File: src/sv/pnc_pkg.sv
// Shared types and constants for the periodic neighbor counter.
// Used by every module of the block; depends on nothing else.
`timescale 1ns / 1ps

package pnc_pkg;

  // Default sizes for the top-level parameters.
  localparam int ATOM_DEPTH_DEF  = 4096;
  localparam int COORD_WIDTH_DEF = 24;

  // Fixed field widths.
  localparam int REG_W          = 23;
  localparam int COUNT_W        = 13;
  localparam int MODE_W         = 2;
  localparam int CFG_IDX_W      = 2;
  localparam int OUT_TDATA_W    = 16;
  localparam int CMD_FIFO_DEPTH = 4;

  // Mode codes carried on the input tuser.
  localparam logic [MODE_W-1:0] MODE_LOAD  = 2'd0;
  localparam logic [MODE_W-1:0] MODE_QUERY = 2'd1;
  localparam logic [MODE_W-1:0] MODE_CLEAR = 2'd2;

  // Configuration register indexes.
  localparam logic [CFG_IDX_W-1:0] REG_BOX_X  = 2'd0;
  localparam logic [CFG_IDX_W-1:0] REG_BOX_Y  = 2'd1;
  localparam logic [CFG_IDX_W-1:0] REG_BOX_Z  = 2'd2;
  localparam logic [CFG_IDX_W-1:0] REG_CUTOFF = 2'd3;

  // Command kinds after decoding in the front end.
  typedef enum logic [1:0] {
    CMD_NOP,
    CMD_LOAD,
    CMD_QUERY,
    CMD_CLEAR
  } cmd_kind_t;

  // Back-end sequencer states.
  typedef enum logic [1:0] {
    ST_IDLE,
    ST_SCAN,
    ST_DRAIN
  } back_state_t;

  // Configuration registers as seen by the back end.
  typedef struct packed {
    logic [REG_W-1:0] box_x;
    logic [REG_W-1:0] box_y;
    logic [REG_W-1:0] box_z;
    logic [REG_W-1:0] cutoff;
  } cfg_regs_t;

endpackage

File: src/sv/pnc_front.sv
// Front end: accepts input words, decodes the mode into a command kind and
// holds one command for the queue. Depends on pnc_pkg.
`timescale 1ns / 1ps

module pnc_front #(
  parameter int COORD_WIDTH = pnc_pkg::COORD_WIDTH_DEF
) (
  input  logic                          clk,
  input  logic                          rst,
  input  logic                          s_tvalid,
  output logic                          s_tready,
  input  logic [pnc_pkg::MODE_W-1:0]    s_tuser,
  input  logic [3*COORD_WIDTH-1:0]      coords,
  output logic                          cmd_valid,
  input  logic                          cmd_ready,
  output pnc_pkg::cmd_kind_t            cmd_kind,
  output logic [3*COORD_WIDTH-1:0]      cmd_coords
);
  import pnc_pkg::*;

  cmd_kind_t kind_dec;

  // Map the mode code to a command; the unused code becomes a no-op command.
  always_comb begin
    case (s_tuser)
      MODE_LOAD:  kind_dec = CMD_LOAD;
      MODE_QUERY: kind_dec = CMD_QUERY;
      MODE_CLEAR: kind_dec = CMD_CLEAR;
      default:    kind_dec = CMD_NOP;
    endcase
  end

  // The holding register frees up whenever the queue takes its word.
  assign s_tready = !cmd_valid || cmd_ready;

  always_ff @(posedge clk) begin
    if (rst) begin
      cmd_valid <= 1'b0;
    end else if (s_tready) begin
      cmd_valid <= s_tvalid;
    end
  end

  always_ff @(posedge clk) begin
    if (s_tready && s_tvalid) begin
      cmd_kind   <= kind_dec;
      cmd_coords <= coords;
    end
  end

endmodule

File: config.mk
export PLATFORM = sky130hd
export DESIGN_NAME = pnc_front
export DESIGN_NICKNAME = d
export VERILOG_FILES = /design/src/sv/pnc_pkg.sv /design/src/sv/pnc_front.sv
export SDC_FILE = /design/constraint.sdc
export NUM_CORES = 1
export LEC_CHECK = 0
export BUFFER_PORTS_ARGS = -buffer_cell sky130_fd_sc_hd__buf_2
export CAP_MARGIN = 25
export CORE_MARGIN = 3
export CORE_UTILIZATION = 37
export CTS_CLUSTER_SIZE = 16
export DETAILED_ROUTE_END_ITERATION = 6
export GPL_TIMING_DRIVEN = 1
export PLACE_DENSITY = 0.83
export SYNTH_ARGS = -nofsm -noshare
export SYNTH_HDL_FRONTEND = slang
export SYNTH_SLANG_ARGS = --single-unit
File: constraint.sdc
create_clock -name clk -period 1.3 [get_ports clk]
set_input_delay 0 -clock clk [delete_from_list [all_inputs] [get_ports clk]]
set_output_delay 0 -clock clk [all_outputs]
set_load 0.1 [all_outputs]
==> flow_metrics.tcl, run 1 <==
set metrics [dict create \
    rsz0062_at_grt "no" \
    finClkSkew_ps 8.61 \
    wire_per_inst_um 15.2 \
    cp_slowest_cell "buf_2" \
    grt_pass1_wl_mm 9.40 \
    worst_setup_path_end_kind "primary output" \
    syn_nets 167 \
    postRouteAntennaNets 0 \
    root_buffer "clkbuf_8" \
    setup_viol 0 \
    finalSetupTns_ps 0 \
    final_cell_count_no_fill 409 \
    dieArea_sq_mm 0.00728 \
    crit_end "s_tready" \
    rr_worst_depth 3 \
    final.min_clock_period_ps 1160 \
    slew_headroom 0.665 \
    pin_count 154 \
    max_stage_delay_ps 420 \
    netlist_area_sq_mm 0.00233 \
    r2r_end "cmd_valid" \
    required_ps 1300 \
    clk-insertion-delay-late_ps 330 \
    placed_cells 317 \
    clock_sinks 75 \
    finalWorstSetupSlack_ps 136 \
    worstHoldPathCells 3 \
    initialDrtViolationCount 58 \
    start_util 0.387 \
    num_rows 28 \
    areaGrowthSynthToFinish_pct 80.6 \
    use_met2 0.307 \
    grtUsageMet3 0.0689 \
    worst_setup_path_start_kind "register" \
    synth_top_area_frac 0.954 \
    synth-seq-cells 75 \
    crit_path_cell_trace "nand2b_4 > buf_2" \
    nets 408 \
    startpoint "cmd_valid" \
    worstHoldPathType "input port to register" \
    critPathKind "register to primary output" \
    crit_family "buffers and inverters" \
    top_usage_layer "met2" \
    antenna_found_initial 2 \
    pwr_density_cell_mw_per_mm2 1480 \
    crit_cells 2 \
    grt_pass1_vias 1895 \
    synth_top_area_cell "edfxtp_1" \
    cts_resized 0 \
    r2r_slack_ps 170 \
    fp.dieW_um 85.4 \
    met1_usage 0.182 \
    cts_tree "done" \
    crit_fanout 3 \
    synth_warnings 0 \
    final_hold_viol_count 0 \
    grt_overflow 0 \
    synth.top_cells.by_area "edfxtp_1 (95%), ha_1 (1.6%), dfxtp_1 (0.86%)" \
    first_pass_iters 4 \
    cts_max_level 3 \
    vias_per_cell 4.24 \
    worstReg2RegStart "cmd_valid" \
    cts_buffer_depth 2 \
    wl_mm 6.21 \
    grt_max_degree 28 \
    core_area_sq_mm 0.00603 \
    die_h_um 85.4 \
    drc 0 \
    drv_cap 0 \
    port_buffers 153 \
    status "finished clean" \
    dp_slack_ps 195 \
    syn_avg_cell_area_sq_um 27.1 \
    ys_types 8 \
    worst-path-buf-inv 1 \
    drive_gt1_frac 0.521 \
    timing.final.crit_share 0.895 \
    vias 1734 \
    finalPower_w 0.00624 \
    fmax_mhz 859 \
    ir_worst_vdd_mv 0.785 \
    cts_buffers 9 \
    syn-instance-count 86 \
    cp.arrival_ps 1160 \
    power_leakage_nw 1.82 \
    grt_use_total 0.176 \
    worst_pin_slew_ps 507 \
    clkTransAtPathRegs_ps 70 \
    slew_viol_final 0 \
    globalplace.congestion 0.682 \
    yosysSeqAreaShare 0.962 \
]
stage by stage:
step	util	instance area, sq um	hold slack, ps
after floorplan	-	2330	53.3
after global placement	0.540	3250	156
after detailed placement	0.540	3250	156
after CTS	0.697	4200	26.4
after global routing	0.698	4210	70.6
final	0.698	4210	60.8
report_power, final:
group	leakage, nW	switching [W]	internal, W	total, W
clock network	0.101	0.000781	0.00107	0.00185
logic	0.997	0.00119	0.000346	0.00153
registers	0.725	0.0000352	0.00282	0.00286
registers in the layout, indices dropped and copies added, names as in the netlist:
signal and count:
cmd_valid 1, cmd_coords 72, cmd_kind 2
routing by layer:
metal  part of all wire  routed length, um  up-vias
met2               0.54               3370       95
met4              0.024                151        0
met3              0.097                603       15
met1               0.34               2090      804
met5                  0                  0        -
li1                   -                  -      820
worst reg2reg max path: stages, from the launching register on:
cell and delay, ps:
dfxtp_4 350, nand2b_4 60, a21oi_2 120, dlygate4sd3_1 540
synth_stat cells:
master    count
edfxtp_1     74
inv_1         3
a21oi_2       1
nand2b_4      1
and2_4        1
dfxtp_1       1
nor2_1        2
ha_1          3
timing repair:
item	4_1_cts	5_1_grt
buffers inserted	0	0
endpoints found under the setup margin	0	0
endpoints found under the hold margin	73	0
hold buffers	74	0
worst min-delay path by stage:
| stage | start | endpoint | slack [ps] |
|---|---|---|---|
| after floorplan | rst | cmd_valid | 50 |
| after global placement | rst | cmd_valid | 160 |
| after detailed placement | rst | cmd_valid | 160 |
| after CTS | s_tuser[1] | cmd_kind[1] | 30 |
| after global routing | s_tuser[1] | cmd_kind[1] | 70 |
| final | s_tuser[1] | cmd_kind[1] | 60 |
logic make-up (layout without fill, tap and decap cells):
family,count (synthesis),count (layout),synth area share
AOI/OAI and AO/OA,1,1,0.00376
adders and majority gates,3,3,0.0161
buffers and inverters,3,249,0.00483
DFF,75,75,0.962
other,0,2,0
and+or+nand+nor,4,4,0.0129
cells in the final DEF (no fill, tap or decap):
| cell type | n |
|---|---|
| a21oi_2 | 1 |
| clkinv_2 | 1 |
| nand2b_4 | 1 |
| clkbuf_8 | 9 |
| nor2_1 | 2 |
| bufinv_16 | 2 |
| buf_2 | 153 |
| inv_1 | 3 |
| ha_1 | 3 |
| dfxtp_4 | 1 |
| clkinv_1 | 2 |
| diode_2 | 2 |
| edfxtp_1 | 74 |
| clkinvlp_4 | 1 |
| clkbuf_1 | 1 |
| and2_4 | 1 |
| buf_12 | 3 |
| dlygate4sd3_1 | 74 |
area by class of cell:
class                   instances  area, sq um
diodes                          2         5.00
clock buffers                  10          128
clock inverters                 6         80.1
fillers                       452         1820
inverters                       3         11.3
multi-input cells               8         76.3
flip-flops and latches         75         2250
well taps                      75         93.8
repair buffers                230         1570
(Power assumes the default switching activity.)
==> run 2, diff against run 1 <==
--- a/config.mk
+++ b/config.mk
@@ -5,8 +5,9 @@
 export SDC_FILE = /design/constraint.sdc
 export NUM_CORES = 1
 export LEC_CHECK = 0
+export ABC_AREA = 1
+export ABC_CLOCK_PERIOD_IN_PS = 1300
 export BUFFER_PORTS_ARGS = -buffer_cell sky130_fd_sc_hd__buf_2
-export CAP_MARGIN = 25
 export CORE_MARGIN = 3
 export CORE_UTILIZATION = 37
 export CTS_CLUSTER_SIZE = 16
==> flow_metrics.tcl, run 2 <==
set metrics [dict create \
    worst-path-buf-inv 1 \
    cp.arrival_ps 1230 \
    timing.final.crit_share 0.947 \
    grt_pass1_vias 1953 \
    root_buffer "clkbuf_8" \
    grt_overflow 0 \
    worst_setup_path_start_kind "register" \
    synth_top_area_frac 0.957 \
    port_buffers 153 \
    netlist_area_sq_mm 0.00232 \
    clock_sinks 75 \
    layout_common_cells "buf_2 (153), edfxtp_1 (74), dlygate4sd3_1 (74)" \
    crit_family "buffers and inverters" \
    die_h_um 85.2 \
    antenna_found_initial 0 \
    vias 1729 \
    worstHoldPathCells 3 \
    final_hold_viol_count 0 \
    power_switching_w 0.00202 \
    drive_gt1_frac 0.521 \
    grt_use_total 0.184 \
    top_register "cmd_coords" \
    max_stage_delay_ps 440 \
    largest_reg_flops 72 \
    initialDrtViolationCount 39 \
    start_util 0.388 \
    p_seq_frac 0.458 \
    worst_pin_slew_ps 506 \
    dp_slack_ps 170 \
    synth_top_area_cell "edfxtp_1" \
    globalplace.congestion 0.693 \
    ys_types 9 \
    cp_slowest_cell "buf_2" \
    wire_per_inst_um 15.6 \
    grt_max_degree 41 \
    n_fill_cell 381 \
    async_reset_ff_frac 0 \
    synth-seq-cells 75 \
    intPower_w 0.00423 \
    dieArea_sq_mm 0.00726 \
    worstHoldStart "s_tuser[1]" \
    rsz0062_at_grt "no" \
    r2r_end "cmd_valid" \
    crit_fanout 3 \
    worstReg2RegStart "cmd_valid" \
    required_ps 1300 \
    areaGrowthSynthToFinish_pct 80.2 \
    r2r_slack_ps 130 \
    yosysSeqAreaShare 0.966 \
    cts_buffers 9 \
    ir_worst_vdd_mv 1.00 \
    ys_top_cells_by_count "edfxtp_1 (74), ha_1 (3), inv_1 (3)" \
    worst_setup_path_end_kind "primary output" \
    clk-insertion-delay-late_ps 330 \
    layout_commonest_cell "buf_2" \
    min_to "cmd_kind[1]" \
    finalSetupTns_ps 0 \
    synth_enable_flop_cells 74 \
    cts_setup_buffers 0 \
    critPathKind "register to primary output" \
    synth_flop_cell "edfxtp_1" \
    sw_frac_of_total 0.324 \
    nets 408 \
    worstHoldPathType "input port to register" \
    clkTransAtPathRegs_ps 70 \
    dp_hpwl_mm 3.88 \
    pwr_density_cell_mw_per_mm2 1490 \
    synth.top_cells.by_area "edfxtp_1 (96%), ha_1 (1.6%), dfxtp_1 (0.86%)" \
    setup_viol 0 \
    clkPwrFrac 0.297 \
    synth_warnings 0 \
    fp.dieW_um 85.2 \
    syn_avg_cell_area_sq_um 26.7 \
    num_rows 28 \
    vias_per_cell 4.25 \
    syn_nets 168 \
    pwr-share-comb 0.245 \
    cts_tree "done" \
    syn-instance-count 87 \
    synth_most_common_cell "edfxtp_1" \
    drv_cap 0 \
    grt_pass1_wl_mm 9.80 \
    postRouteAntennaNets 0 \
    pin_count 154 \
    slew_viol_final 0 \
    diodes 0 \
    first_pass_iters 5 \
    final.min_clock_period_ps 1230 \
    wl_mm 6.37 \
    finalWorstSetupSlack_ps 68.4 \
    core_area_sq_mm 0.00599 \
    crit_path_cell_trace "nand2_2 > buf_2" \
    utilization 0.699 \
    rr_worst_depth 3 \
    power_leakage_nw 1.81 \
    slew_headroom 0.665 \
    largestRegisters "cmd_coords (72), cmd_kind (2), cmd_valid (1)" \
    status "finished clean" \
    fmax_mhz 812 \
    finClkSkew_ps 8.36 \
    drc 0 \
    cts_buffer_depth 2 \
    cts_max_level 3 \
]
[run 2: cell count changes after synthesis]
cell | previous run | this run
a21oi_1 | 0 | 1
inv_2 | 0 | 1
and2_4 | 1 | 0
nand2b_4 | 1 | 0
nand2_2 | 0 | 1
[run 2: final cells by class]
class / instances / area [sq um] / share of cell area
Clock inverter: 6 / 80.1 / 0.0191
Inverter: 4 / 15.0 / 0.00359
Multi-Input combinational cell: 8 / 76.3 / 0.0182
Clock buffer: 10 / 128 / 0.0305
Sequential cell: 75 / 2250 / 0.537
Timing Repair Buffer: 229 / 1550 / 0.370
Tap cell: 75 / 93.8 / 0.0224
[run 2: how the worst max path moves through the flow]
stage	cells after the start	end	startpoint
global route	2	s_tready	cmd_valid
CTS	2	s_tready	cmd_valid
floorplan	1	cmd_coords[0]	cmd_valid
finish	2	s_tready	cmd_valid
global placement	2	cmd_coords[52]	cmd_valid
detailed placement	2	cmd_coords[26]	cmd_valid
[run 2: stage by stage]
step / area (sq um) / total power [W] / std cells / hold WS (ps)
after CTS: 4190 / 0.00629 / 407 / 42.7
after detailed placement: 3240 / 0.00427 / 317 / 157
after global routing: 4190 / 0.00647 / 407 / 60.4
final: 4190 / 0.00625 / 407 / 61.1
after global placement: 3240 / 0.00425 / 317 / 154
after floorplan: 2340 / 0.00399 / 87 / 53.3
[run 2: layer usage]
layer	vias up	GRT usage	wire length, um
met4	0	0.0950	87
met2	98	0.311	3310
met1	804	0.196	2220
met5	-	0	0
met3	6	0.0777	743
li1	821	-	-
[run 2: cells by family after synthesis]
group / count (synthesis) / synth area share
adders and majority gates: 3 / 0.0162
buffers and inverters: 4 / 0.00646
DFF: 75 / 0.966
and+or+nand+nor: 3 / 0.00593
AOI/OAI and AO/OA: 2 / 0.00593
[run 2: tightest hold or removal path, stage by stage]
cell,delay (ps)
buf_2,120
inv_1,50
ha_1,110
[run 2: power groups by stage]
stage	Clock [W]	Combinational (W)	Sequential [W]
floorplan	0	0.0000675	0.00392
global placement	0	0.00134	0.00291
detailed placement	0	0.00135	0.00292
CTS	0.00190	0.00153	0.00286
global route	0.00201	0.00158	0.00288
finish	0.00186	0.00153	0.00286
[run 2: what timing repair did]
| action | CTS | global route |
|---|---|---|
| resized for setup | 0 | 0 |
| hold endpoints to repair | 73 | 0 |
| hold buffers | 74 | 0 |
