**src/sv/pnc_pkg.sv**
```systemverilog
// Shared types and constants for the periodic neighbor counter.
// Used by every module of the block; depends on nothing else.
`timescale 1ns / 1ps

package pnc_pkg;

  // Default sizes for the top-level parameters.
  localparam int ATOM_DEPTH_DEF  = 4096;
  localparam int COORD_WIDTH_DEF = 24;

  // Fixed field widths.
  localparam int REG_W          = 23;
  localparam int COUNT_W        = 13;
  localparam int MODE_W         = 2;
  localparam int CFG_IDX_W      = 2;
  localparam int OUT_TDATA_W    = 16;
  localparam int CMD_FIFO_DEPTH = 4;

  // Mode codes carried on the input tuser.
  localparam logic [MODE_W-1:0] MODE_LOAD  = 2'd0;
  localparam logic [MODE_W-1:0] MODE_QUERY = 2'd1;
  localparam logic [MODE_W-1:0] MODE_CLEAR = 2'd2;

  // Configuration register indexes.
  localparam logic [CFG_IDX_W-1:0] REG_BOX_X  = 2'd0;
  localparam logic [CFG_IDX_W-1:0] REG_BOX_Y  = 2'd1;
  localparam logic [CFG_IDX_W-1:0] REG_BOX_Z  = 2'd2;
  localparam logic [CFG_IDX_W-1:0] REG_CUTOFF = 2'd3;

  // Command kinds after decoding in the front end.
  typedef enum logic [1:0] {
    CMD_NOP,
    CMD_LOAD,
    CMD_QUERY,
    CMD_CLEAR
  } cmd_kind_t;

  // Back-end sequencer states.
  typedef enum logic [1:0] {
    ST_IDLE,
    ST_SCAN,
    ST_DRAIN
  } back_state_t;

  // Configuration registers as seen by the back end.
  typedef struct packed {
    logic [REG_W-1:0] box_x;
    logic [REG_W-1:0] box_y;
    logic [REG_W-1:0] box_z;
    logic [REG_W-1:0] cutoff;
  } cfg_regs_t;

endpackage

```
**src/sv/pnc_cmd_fifo.sv**
```systemverilog
// Short command queue between the front end and the back end.
// Depends on pnc_pkg for its default depth.
`timescale 1ns / 1ps

module pnc_cmd_fifo #(
  parameter int DATA_W = 8,
  parameter int DEPTH  = pnc_pkg::CMD_FIFO_DEPTH
) (
  input  logic              clk,
  input  logic              rst,
  input  logic              push_valid,
  output logic              push_ready,
  input  logic [DATA_W-1:0] push_data,
  output logic              pop_valid,
  input  logic              pop_ready,
  output logic [DATA_W-1:0] pop_data
);
  import pnc_pkg::*;

  localparam int PW = (DEPTH > 1) ? $clog2(DEPTH) : 1;
  localparam int NW = $clog2(DEPTH + 1);

  logic [DATA_W-1:0] slots [DEPTH];
  logic [PW-1:0]     wr_ptr;
  logic [PW-1:0]     rd_ptr;
  logic [NW-1:0]     fill;
  logic              do_push;
  logic              do_pop;

  assign push_ready = (fill != NW'(DEPTH));
  assign pop_valid  = (fill != '0);
  assign pop_data   = slots[rd_ptr];
  assign do_push    = push_valid && push_ready;
  assign do_pop     = pop_valid && pop_ready;

  // Pointers wrap at the queue depth.
  always_ff @(posedge clk) begin
    if (rst) begin
      wr_ptr <= '0;
      rd_ptr <= '0;
      fill   <= '0;
    end else begin
      if (do_push) begin
        wr_ptr <= (wr_ptr == PW'(DEPTH - 1)) ? '0 : wr_ptr + PW'(1);
      end
      if (do_pop) begin
        rd_ptr <= (rd_ptr == PW'(DEPTH - 1)) ? '0 : rd_ptr + PW'(1);
      end
      if (do_push && !do_pop) begin
        fill <= fill + NW'(1);
      end else if (do_pop && !do_push) begin
        fill <= fill - NW'(1);
      end
    end
  end

  always_ff @(posedge clk) begin
    if (do_push) begin
      slots[wr_ptr] <= push_data;
    end
  end

endmodule

```
**config.mk**
```make
export PLATFORM = sky130hd
export DESIGN_NAME = pnc_cmd_fifo
export DESIGN_NICKNAME = d
export VERILOG_FILES = /design/src/sv/pnc_pkg.sv /design/src/sv/pnc_cmd_fifo.sv
export SDC_FILE = /design/constraint.sdc
export NUM_CORES = 1
export LEC_CHECK = 0
export ABC_CLOCK_PERIOD_IN_PS = 2750
export BUFFER_PORTS_ARGS = -buffer_cell sky130_fd_sc_hd__buf_2
export CORE_ASPECT_RATIO = 0.9
export CORE_MARGIN = 2
export CORE_UTILIZATION = 31
export DETAILED_ROUTE_END_ITERATION = 10
export SLEW_MARGIN = 30
export SYNTH_ARGS = -nofsm -noshare
export SYNTH_HDL_FRONTEND = slang
export SYNTH_SLANG_ARGS = --single-unit
```
**constraint.sdc**
```tcl
create_clock -name clk -period 2.75 [get_ports clk]
set_clock_uncertainty 0.15 [all_clocks]
set_input_delay 0.275 -clock clk [delete_from_list [all_inputs] [get_ports clk]]
set_output_delay 0.275 -clock clk [all_outputs]
set_load 0.02 [all_outputs]
```
==> impl_metrics.yaml, run 1 <==
cts:
  postCtsHoldBufs: 0
  post_cts_resized: 0
  clkSinkCount: 41
  clock_transition_at_the_registers_of_the_reported_paths_ns: 0.08
  cts.htree.levels: 2
  tritoncts: "done"
  insertion_delay_ns: 0.28
  ctsRootBufferMaster: "clkbuf_8"
  cts_setup_buffers: 0
  numCtsBuffers: 5
  cts_buffer_depth: 2
drt:
  remaining_drc_errors: 0
  detailroute.via_count: 821
  drt.antenna.violating_nets: 0
  detail_route.vias_per_cell: 4.49
  finalWirelength_mm: 2.66
  wl_per_cell_um: 14.5
  drtIter0Drc: 35
  drt_pass1_iterations: 4
global_route:
  grt_antenna_before_repair: 0
  first_global_vias: 873
  grt.total_usage_pct: 10.2
  grt_overflow: 0
  global_route_wire_length_before_repair_mm: 4.29
  grt_start_max_net_pins: 14
min_path:
  hold_path_class: "primary input to register"
timing:
  report.final.hold_viol_count: 0
  timing.final.crit_share_pct: 88.4
  setup_repair_after_global_routing_missed_its_margin: "false"
  setup_viol: 0
  slew_headroom_pct: 62.9
  final_critical_path_required_period_ns: 2.43
  tightestPinTransition_ns: 0.555
  finalWorstSetupSlack_ns: 0.318
  report.final.slew_viol_count: 0
  achievable-frequency_ghz: 0.411
  setup_tns_final_ns: 0
synthesis:
  synth-simple-area-share_pct: 6.51
  ys_warn_count: 0
  syn_area_per_cell_sq_um: 18.2
  synth_area_leader_cell: "edfxtp_1"
  syn_inst: 90
  syn-num-nets: 109
  share_of_the_yosys_chip_area_belonging_to_registers_pct: 69.8
  post-synth-top-area-fraction_pct: 58.8
  synthMuxAreaShare_pct: 12.9
  top_cells_by_area_in_the_synthesized_netlist: "edfxtp_1 59%, dfxtp_1 11%, mux4_2 11%, ha_1 4.6%, mux2i_1 1.8%"
  synth_xor_area_share_pct: 1.07
  total_of_flip_flops_plus_latches_after_synthesis: 41
  mappedNetlistArea_sq_um: 1630
  synth_compound_gate_area_share_pct: 2.14
  largest_family_of_logic_cells_by_synthesized_area: "multiplexers"
  number_of_library_cell_types_mapped_by_synthesis: 26
  area_share_of_fa_ha_maj_cells_after_synthesis_pct: 5.82
cells_and_area:
  final_common_cell: "edfxtp_1"
  layout-area-overhead-vs-synth_pct: 17.7
  drive_gt1_share_pct: 38.8
  finish.instance_area_sq_um: 1920
  finish.net_count: 134
  layout.cells.non_filler: 183
  antenna_cells: 0
  layout.cells.most_common_list: "32 x edfxtp_1, 21 x buf_2, 9 x dfxtp_1"
critical_path:
  critical_path_s_largest_stage_delay_ns: 0.43
  worstPathMaxFanout: 7
  critical_path.n_buffers_inverters: 1
  timing.critical_path.cells: "or3b_1, and2_4, ha_1, inv_1, fa_1, xor2_1, or3_2, a21oi_1"
  crit_required_ns: 2.82
  cpLargestDelayFamily: "simple AND/OR/NAND/NOR gates"
  worst-endpoint-arrival_ns: 2.50
  timing.critical_path.to_type: "register"
  worst-setup-path-type: "register to register"
  worst_setup_path_start_kind: "register"
  critical-path-slowest-cell: "dfxtp_1"
power:
  power.leakage_nw: 0.700
  power_density_cells_nw_per_um2: 930
  share_of_total_power_in_sequential_cells_pct: 46.9
  ir_drop_mv: 0.453
  total_switching_power_mw: 0.527
  p_int_mw: 1.26
  switching_share_pct: 29.5
  report.power.total_mw: 1.79
  fraction_of_power_consumed_by_combinational_cells_pct: 27.4
  pwr-share-clk_pct: 25.7
floorplanning:
  placeableCoreArea_sq_um: 5160
  io-pin-count: 22
  die_width_um: 80.5
  floorplan.die_area_sq_um: 5870
  rows: 25
  initial_core_util_pct: 31.7
  die_height_um: 72.9
job:
  max_cap_violations: 0
placed_design:
  place.port_buffers: 21
  placedCellCount: 175
  globalplace.congestion: 0.739
  postPlaceCellArea_sq_um: 1810
  dpl_worst_slack_ns: 0.347
  dp_hpwl_mm: 1.89
status:
  status: "finished clean"
## sequential cells by signal, summed over array words and instances (netlist names), named ones only
signal and count:
wr_ptr 2, rd_ptr 2, slots 32, fill 3
## worst paths after layout
kind	start	cells past startpoint	to	slack (ns)
worst max register to register	fill[0]$_SDFFE_PP0P_	8	fill[2]$_SDFFE_PP0P_	0.32
worst min-delay path	push_data[0]	1	slots[2][0]$_DFFE_PP_	0.06
worst max-delay path	fill[0]$_SDFFE_PP0P_	8	fill[2]$_SDFFE_PP0P_	0.32
worst min register to register	rd_ptr[0]$_SDFFE_PP0P_	2	rd_ptr[0]$_SDFFE_PP0P_	0.36
## cells in the mapped netlist
master	n
fa_1	1
edfxtp_1	32
nand2_1	1
xor2_1	2
mux2i_1	3
clkbuf_1	1
or3_2	2
buf_2	1
ha_1	6
nand2b_1	2
clkbuf_2	1
nor3_1	1
and2_4	1
and3_2	4
dfxtp_1	9
or3_1	1
o31ai_1	1
nand3_1	1
nor2_1	3
or3b_1	1
buf_1	1
inv_1	3
a21oi_1	2
o31ai_2	1
o21ai_0	1
mux4_2	8
## metrics by stage
step           hold WS (ns)  utilization [%]
6_report             0.0566             37.3
5_1_grt              0.0465             37.3
4_1_cts              0.0433             37.3
3_5_place_dp          0.346             35.1
3_3_place_gp          0.323             35.1
2_1_floorplan         0.224                -
## layer usage
metal | part of all wire (%) | global-route usage [%] | vias to the layer above
li1 | - | - | 392
met1 | 45 | 12.5 | 406
met2 | 48 | 16.5 | 21
met3 | 5.8 | 4.21 | 2
met4 | 0.53 | 3.39 | 0
met5 | 0 | 0 | -
## kinds of logic after synthesis
group	count (synthesis)
AO/OA/AOI/OAI	5
buffers and inverters	7
adder cells (fa/ha/maj)	7
AND/OR/NAND/NOR	17
XOR/XNOR	2
flip-flops	41
multiplexers	11
## power groups by stage
stage                     clock network (mW)  logic (mW)  registers (mW)
final                                  0.460       0.490           0.838
after global routing                   0.502       0.544           0.854
after CTS                              0.474       0.501           0.842
after detailed placement                   0       0.496           0.857
after global placement                     0       0.480           0.846
after floorplan                            0       0.391           0.811
## cell type report
class                      instances  area (sq um)
fill                             490          3240
sequential                        41          1140
multi-input combinational         42           464
timing repair buffer              22           113
tap                               67          83.8
clock buffer                       5          68.8
clock inverter                     3          41.3
inverter                           3          11.3
Power figures use the tool's default switching activity.
==> inputs of run 2 (changes only) <==
ABC_CLOCK_PERIOD_IN_PS = 3100   (was 2750)
CAP_MARGIN = 10   (was not set)
CORE_UTILIZATION = 32   (was 31)
clock period = 3.1 ns   (was 2.75 ns; I/O delays follow)
==> impl_metrics.yaml, run 2 (synthesis gave the netlist of run 1 again) <==
critical_path:
  worst-setup-path-type: "register to register"
  crit_required_ns: 3.17
  timing.critical_path.to_type: "register"
  worst-endpoint-arrival_ns: 2.67
  worstPathMaxFanout: 5
  worst_setup_path_start_kind: "register"
cts:
  ctsRootBufferMaster: "clkbuf_8"
  post_cts_resized: 0
  insertion_delay_ns: 0.28
  tritoncts: "done"
  numCtsBuffers: 5
  postCtsHoldBufs: 0
  cts_setup_buffers: 0
  clkSinkCount: 41
  clock_transition_at_the_registers_of_the_reported_paths_ns: 0.08
  cts.htree.levels: 2
  cts_buffer_depth: 2
cells_and_area:
  drive_gt1_share_pct: 38.3
  antenna_cells: 0
  final_common_cell: "edfxtp_1"
  final-seq-area_sq_um: 1140
  filler_cell_count: 452
  layout-area-overhead-vs-synth_pct: 17.1
  finish.net_count: 133
  layout_top_registers: "slots: 32 flops, fill: 3 flops"
  layout.cells.most_common_list: "32 x edfxtp_1, 21 x buf_2, 9 x dfxtp_1"
  final_util_pct: 39.1
  max_flop_register: "slots"
  largest_reg_flops: 32
  multi_input_area_sq_um: 464
drt:
  detailroute.via_count: 841
  wl_per_cell_um: 14.8
  drt.antenna.violating_nets: 0
  finalWirelength_mm: 2.67
  drt_pass1_iterations: 4
  drtIter0Drc: 52
  remaining_drc_errors: 0
  detail_route.vias_per_cell: 4.67
min_path:
  hold_path_class: "primary input to register"
timing:
  setup_tns_final_ns: 0
  tightestPinTransition_ns: 0.559
  setup_repair_after_global_routing_missed_its_margin: "false"
  achievable-frequency_ghz: 0.383
  slew_headroom_pct: 62.4
  report.final.hold_viol_count: 0
  setup_viol: 0
  final_critical_path_required_period_ns: 2.61
  report.final.slew_viol_count: 0
  timing.final.crit_share_pct: 84.1
placed_design:
  place.port_buffers: 21
  dp_hpwl_mm: 1.85
  globalplace.congestion: 0.725
global_route:
  grt.total_usage_pct: 10.1
  grt_antenna_before_repair: 0
  grt_start_max_net_pins: 14
  global_route_wire_length_before_repair_mm: 4.17
  first_global_vias: 866
  grt_overflow: 0
power:
  power.leakage_nw: 0.695
  report.power.total_mw: 1.60
  ir_drop_mv: 0.355
  power_density_cells_nw_per_um2: 834
floorplanning:
  initial_core_util_pct: 33.4
  die_height_um: 71.8
  placeableCoreArea_sq_um: 4890
  floorplan.die_area_sq_um: 5690
  io-pin-count: 22
  rows: 24
  die_width_um: 79.3
status:
  status: "finished clean"
job:
  max_cap_violations: 0
[run 2: cell types whose count changed in the layout (fill, tap and decap cells not counted)]
cell / delta
buf_4: -1
[run 2: area by class of cell]
type	instances	area share, %
timing repair buffer	21	5.49
tap	65	4.25
sequential	41	59.6
clock buffer	5	3.60
inverter	3	0.589
multi-input combinational	42	24.3
clock inverter	3	2.16
[run 2: layer usage]
metal	track usage, %	vias up	wire [um]
li1	-	392	-
met5	0	-	0
met2	16.3	23	1270
met4	4.60	0	29
met3	3.15	4	121
met1	12.5	422	1250
[run 2: power breakdown]
group,internal [mW],switching [mW],total (mW)
logic,0.202,0.236,0.438
registers,0.675,0.0698,0.745
clock network,0.237,0.176,0.413
[run 2: worst paths after layout]
| path | start | to | slack (ns) | depth (start not counted) |
|---|---|---|---|---|
| worst max-delay path | fill[0]$_SDFFE_PP0P_ | fill[2]$_SDFFE_PP0P_ | 0.49 | 7 |
| worst min register to register | rd_ptr[0]$_SDFFE_PP0P_ | rd_ptr[0]$_SDFFE_PP0P_ | 0.36 | 2 |
| worst min-delay path | push_data[2] | slots[0][2]$_DFFE_PP_ | 0.09 | 1 |
| worst max register to register | fill[0]$_SDFFE_PP0P_ | fill[2]$_SDFFE_PP0P_ | 0.49 | 7 |
[run 2: critical path: stages, from the launching register on]
cell and delay, ns:
dfxtp_1 0.37, o31ai_1 0.53, ha_1 0.31, inv_1 0.07, fa_1 0.39, xor2_1 0.17
or3_2 0.41, a21oi_1 0.15
[run 2: stage by stage]
step	worst slack, ns	cell area [sq um]	hold slack, ns	instances
final	0.492	1910	0.0903	180
after global routing	0.297	1910	0.0795	180
after CTS	0.521	1910	0.0763	180
after detailed placement	0.504	1800	0.352	172
after global placement	0.671	1800	0.325	172
after floorplan	0.729	1630	0.259	90
==> inputs of run 3 (changes only) <==
ABC_AREA = 1   (was not set)
ABC_CLOCK_PERIOD_IN_PS = 2100   (was 3100)
clock period = 2.1 ns   (was 3.1 ns; I/O delays follow)
==> impl_metrics.yaml, run 3 <==
status:
  status: "finished clean"
cells_and_area:
  layout.cells.most_common_list: "32 x nor2_1, 32 x edfxtp_1, 21 x buf_2"
  filler_cell_count: 524
  antenna_cells: 0
  largest_reg_flops: 32
  drive_gt1_share_pct: 24.7
  layout.cells.non_filler: 253
  max_flop_register: "slots"
  finish.net_count: 204
  finish.instance_area_sq_um: 2110
  layout_top_registers: "slots: 32 flops, fill: 3 flops"
  layout-area-overhead-vs-synth_pct: 24.5
timing:
  slew_headroom_pct: 75.0
  setup_tns_final_ns: 0
  setup_repair_after_global_routing_missed_its_margin: "false"
  achievable-frequency_ghz: 0.515
  fin_hold_ws_ns: 0.0550
  final_critical_path_required_period_ns: 1.94
  setup_viol: 0
  report.final.slew_viol_count: 0
  timing.final.crit_share_pct: 92.5
  report.final.hold_viol_count: 0
  tightestPinTransition_ns: 0.374
synthesis:
  top_cells_by_area_in_the_synthesized_netlist: "edfxtp_1 57%, dfxtp_1 11%, nor2_1 7.1%, ha_1 4.4%, o21ai_0 3.8%"
  total_of_flip_flops_plus_latches_after_synthesis: 41
  mappedNetlistArea_sq_um: 1700
  share_of_the_yosys_chip_area_belonging_to_registers_pct: 67.3
  post-synth-top-area-fraction_pct: 56.6
  syn_inst: 145
  synth_area_leader_cell: "edfxtp_1"
  ys_top_cells_by_count: "32 x edfxtp_1, 32 x nor2_1, 15 x inv_1"
  syn_area_per_cell_sq_um: 11.7
  ys_async_sr_fraction_pct: 0
  syn-num-nets: 164
  ys_dominant_reg_cell: "edfxtp_1"
  number_of_enable_flip_flop_cells_after_synthesis: 32
  number_of_library_cell_types_mapped_by_synthesis: 20
  ys_warn_count: 0
drt:
  detailroute.via_count: 1129
  remaining_drc_errors: 0
  drtIter0Drc: 37
  finalWirelength_mm: 3.10
  wl_per_cell_um: 12.3
  drt_pass1_iterations: 4
  detail_route.vias_per_cell: 4.46
  drt.antenna.violating_nets: 0
critical_path:
  worst_setup_path_start_kind: "register"
  crit_required_ns: 2.14
  worst-endpoint-arrival_ns: 1.98
  rr_worst_depth: 9
  worst-setup-path-type: "register to register"
  worstPathMaxFanout: 7
  timing.critical_path.to_type: "register"
placed_design:
  placedCellCount: 236
  dp_hpwl_mm: 2.04
  place.port_buffers: 21
  postPlaceCellArea_sq_um: 1900
  globalplace.congestion: 0.742
floorplanning:
  die_width_um: 80.8
  die_height_um: 73.1
  placeableCoreArea_sq_um: 5190
  initial_core_util_pct: 32.7
  floorplan.die_area_sq_um: 5900
  rows: 25
  io-pin-count: 22
cts:
  cts_buffer_depth: 2
  cts.htree.levels: 2
  clkSinkCount: 41
  clock_transition_at_the_registers_of_the_reported_paths_ns: 0.08
  tritoncts: "done"
  cts_setup_buffers: 0
  ctsRootBufferMaster: "clkbuf_8"
  insertion_delay_ns: 0.29
  numCtsBuffers: 5
power:
  p_int_mw: 1.68
  share_of_total_power_in_sequential_cells_pct: 43.1
  pwr-share-clk_pct: 24.0
  total_switching_power_mw: 0.908
  power_density_cells_nw_per_um2: 1220
  fraction_of_power_consumed_by_combinational_cells_pct: 32.9
  power.leakage_nw: 0.832
  switching_share_pct: 35.1
  ir_drop_mv: 0.449
min_path:
  hold_path_class: "primary input to register"
  min_path_cells: 3
job:
  max_cap_violations: 0
global_route:
  global_route_wire_length_before_repair_mm: 4.91
  first_global_vias: 1067
  grt.total_usage_pct: 11.7
  grt_overflow: 0
  grt_antenna_before_repair: 0
  grt_start_max_net_pins: 17
## run 3: changes by cell type after synthesis, moves of 4 or more
cell / before / now
and3_2: 4 / 0
mux4_2: 8 / 0
nand2_1: 1 / 11
nor2_1: 3 / 32
o22ai_1: 0 / 8
o21ai_0: 1 / 13
inv_1: 3 / 15
## run 3: power groups by stage
stage	clock [mW]	sequential [mW]	combinational (mW)
global route	0.661	1.13	0.974
floorplan	0	1.09	0.618
finish	0.620	1.11	0.851
CTS	0.642	1.11	0.854
global placement	0	1.12	0.829
detailed placement	0	1.13	0.839
## run 3: layout make-up
cell class                      count  area [sq um]  share of cell area [%]
Tap cell                           67          83.8                    3.97
Inverter                           16          60.1                    2.84
Clock inverter                      3          41.3                    1.95
Sequential cell                    41          1150                    54.3
Clock buffer                        5          68.8                    3.26
Multi-Input combinational cell     86           478                    22.6
Timing Repair Buffer               35           233                    11.0
## run 3: worst max-delay path, stage by stage, from the launching register on
cell     delay, ns
dfxtp_2       0.34
nor2_2        0.15
nand2_2       0.10
nand2_2       0.13
inv_1         0.06
ha_1          0.20
inv_1         0.09
fa_2          0.43
o21ai_1       0.15
nor2_1        0.05
## run 3: through the flow
step	worst slack [ns]	total power, mW	util [%]
after floorplan	0.187	1.71	-
after global placement	0.184	1.95	36.6
after detailed placement	0.124	1.97	36.6
after CTS	0.0579	2.60	40.5
after global routing	0.00281	2.77	40.7
final	0.159	2.58	40.7
## run 3: logic make-up after synthesis
| family | synth area share (%) |
|---|---|
| AOI/OAI and AO/OA | 9.22 |
| xor gates and xnor gates | 0.516 |
| adders and majority gates | 5.60 |
| buffers and inverters | 4.87 |
| DFF | 67.3 |
| and+or+nand+nor | 12.5 |
## run 3: path summary, 6_finish.rpt
path	startpoint	end	slack (ns)
max	fill[1]$_SDFFE_PP0P_	fill[1]$_SDFFE_PP0P_	0.16
min	push_valid	wr_ptr[1]$_SDFFE_PP0P_	0.06
max reg2reg	fill[1]$_SDFFE_PP0P_	fill[1]$_SDFFE_PP0P_	0.16
min reg2reg	fill[1]$_SDFFE_PP0P_	fill[1]$_SDFFE_PP0P_	0.37
## run 3: per-layer routing
metal / up-vias / global-route usage, % / share of wire (%)
met1: 524 / 14.6 / 47
met4: 0 / 6.78 / 2.4
met2: 24 / 17.9 / 45
met5: - / 0 / 0
met3: 7 / 3.71 / 4.7
li1: 574 / - / -
## run 3: repair_timing
action                                  in CTS  in global routing
endpoints found under the setup margin       0                  8
gates resized for setup                      0                  7
hold buffers                                 9                  0
endpoints found under the hold margin       33                  0
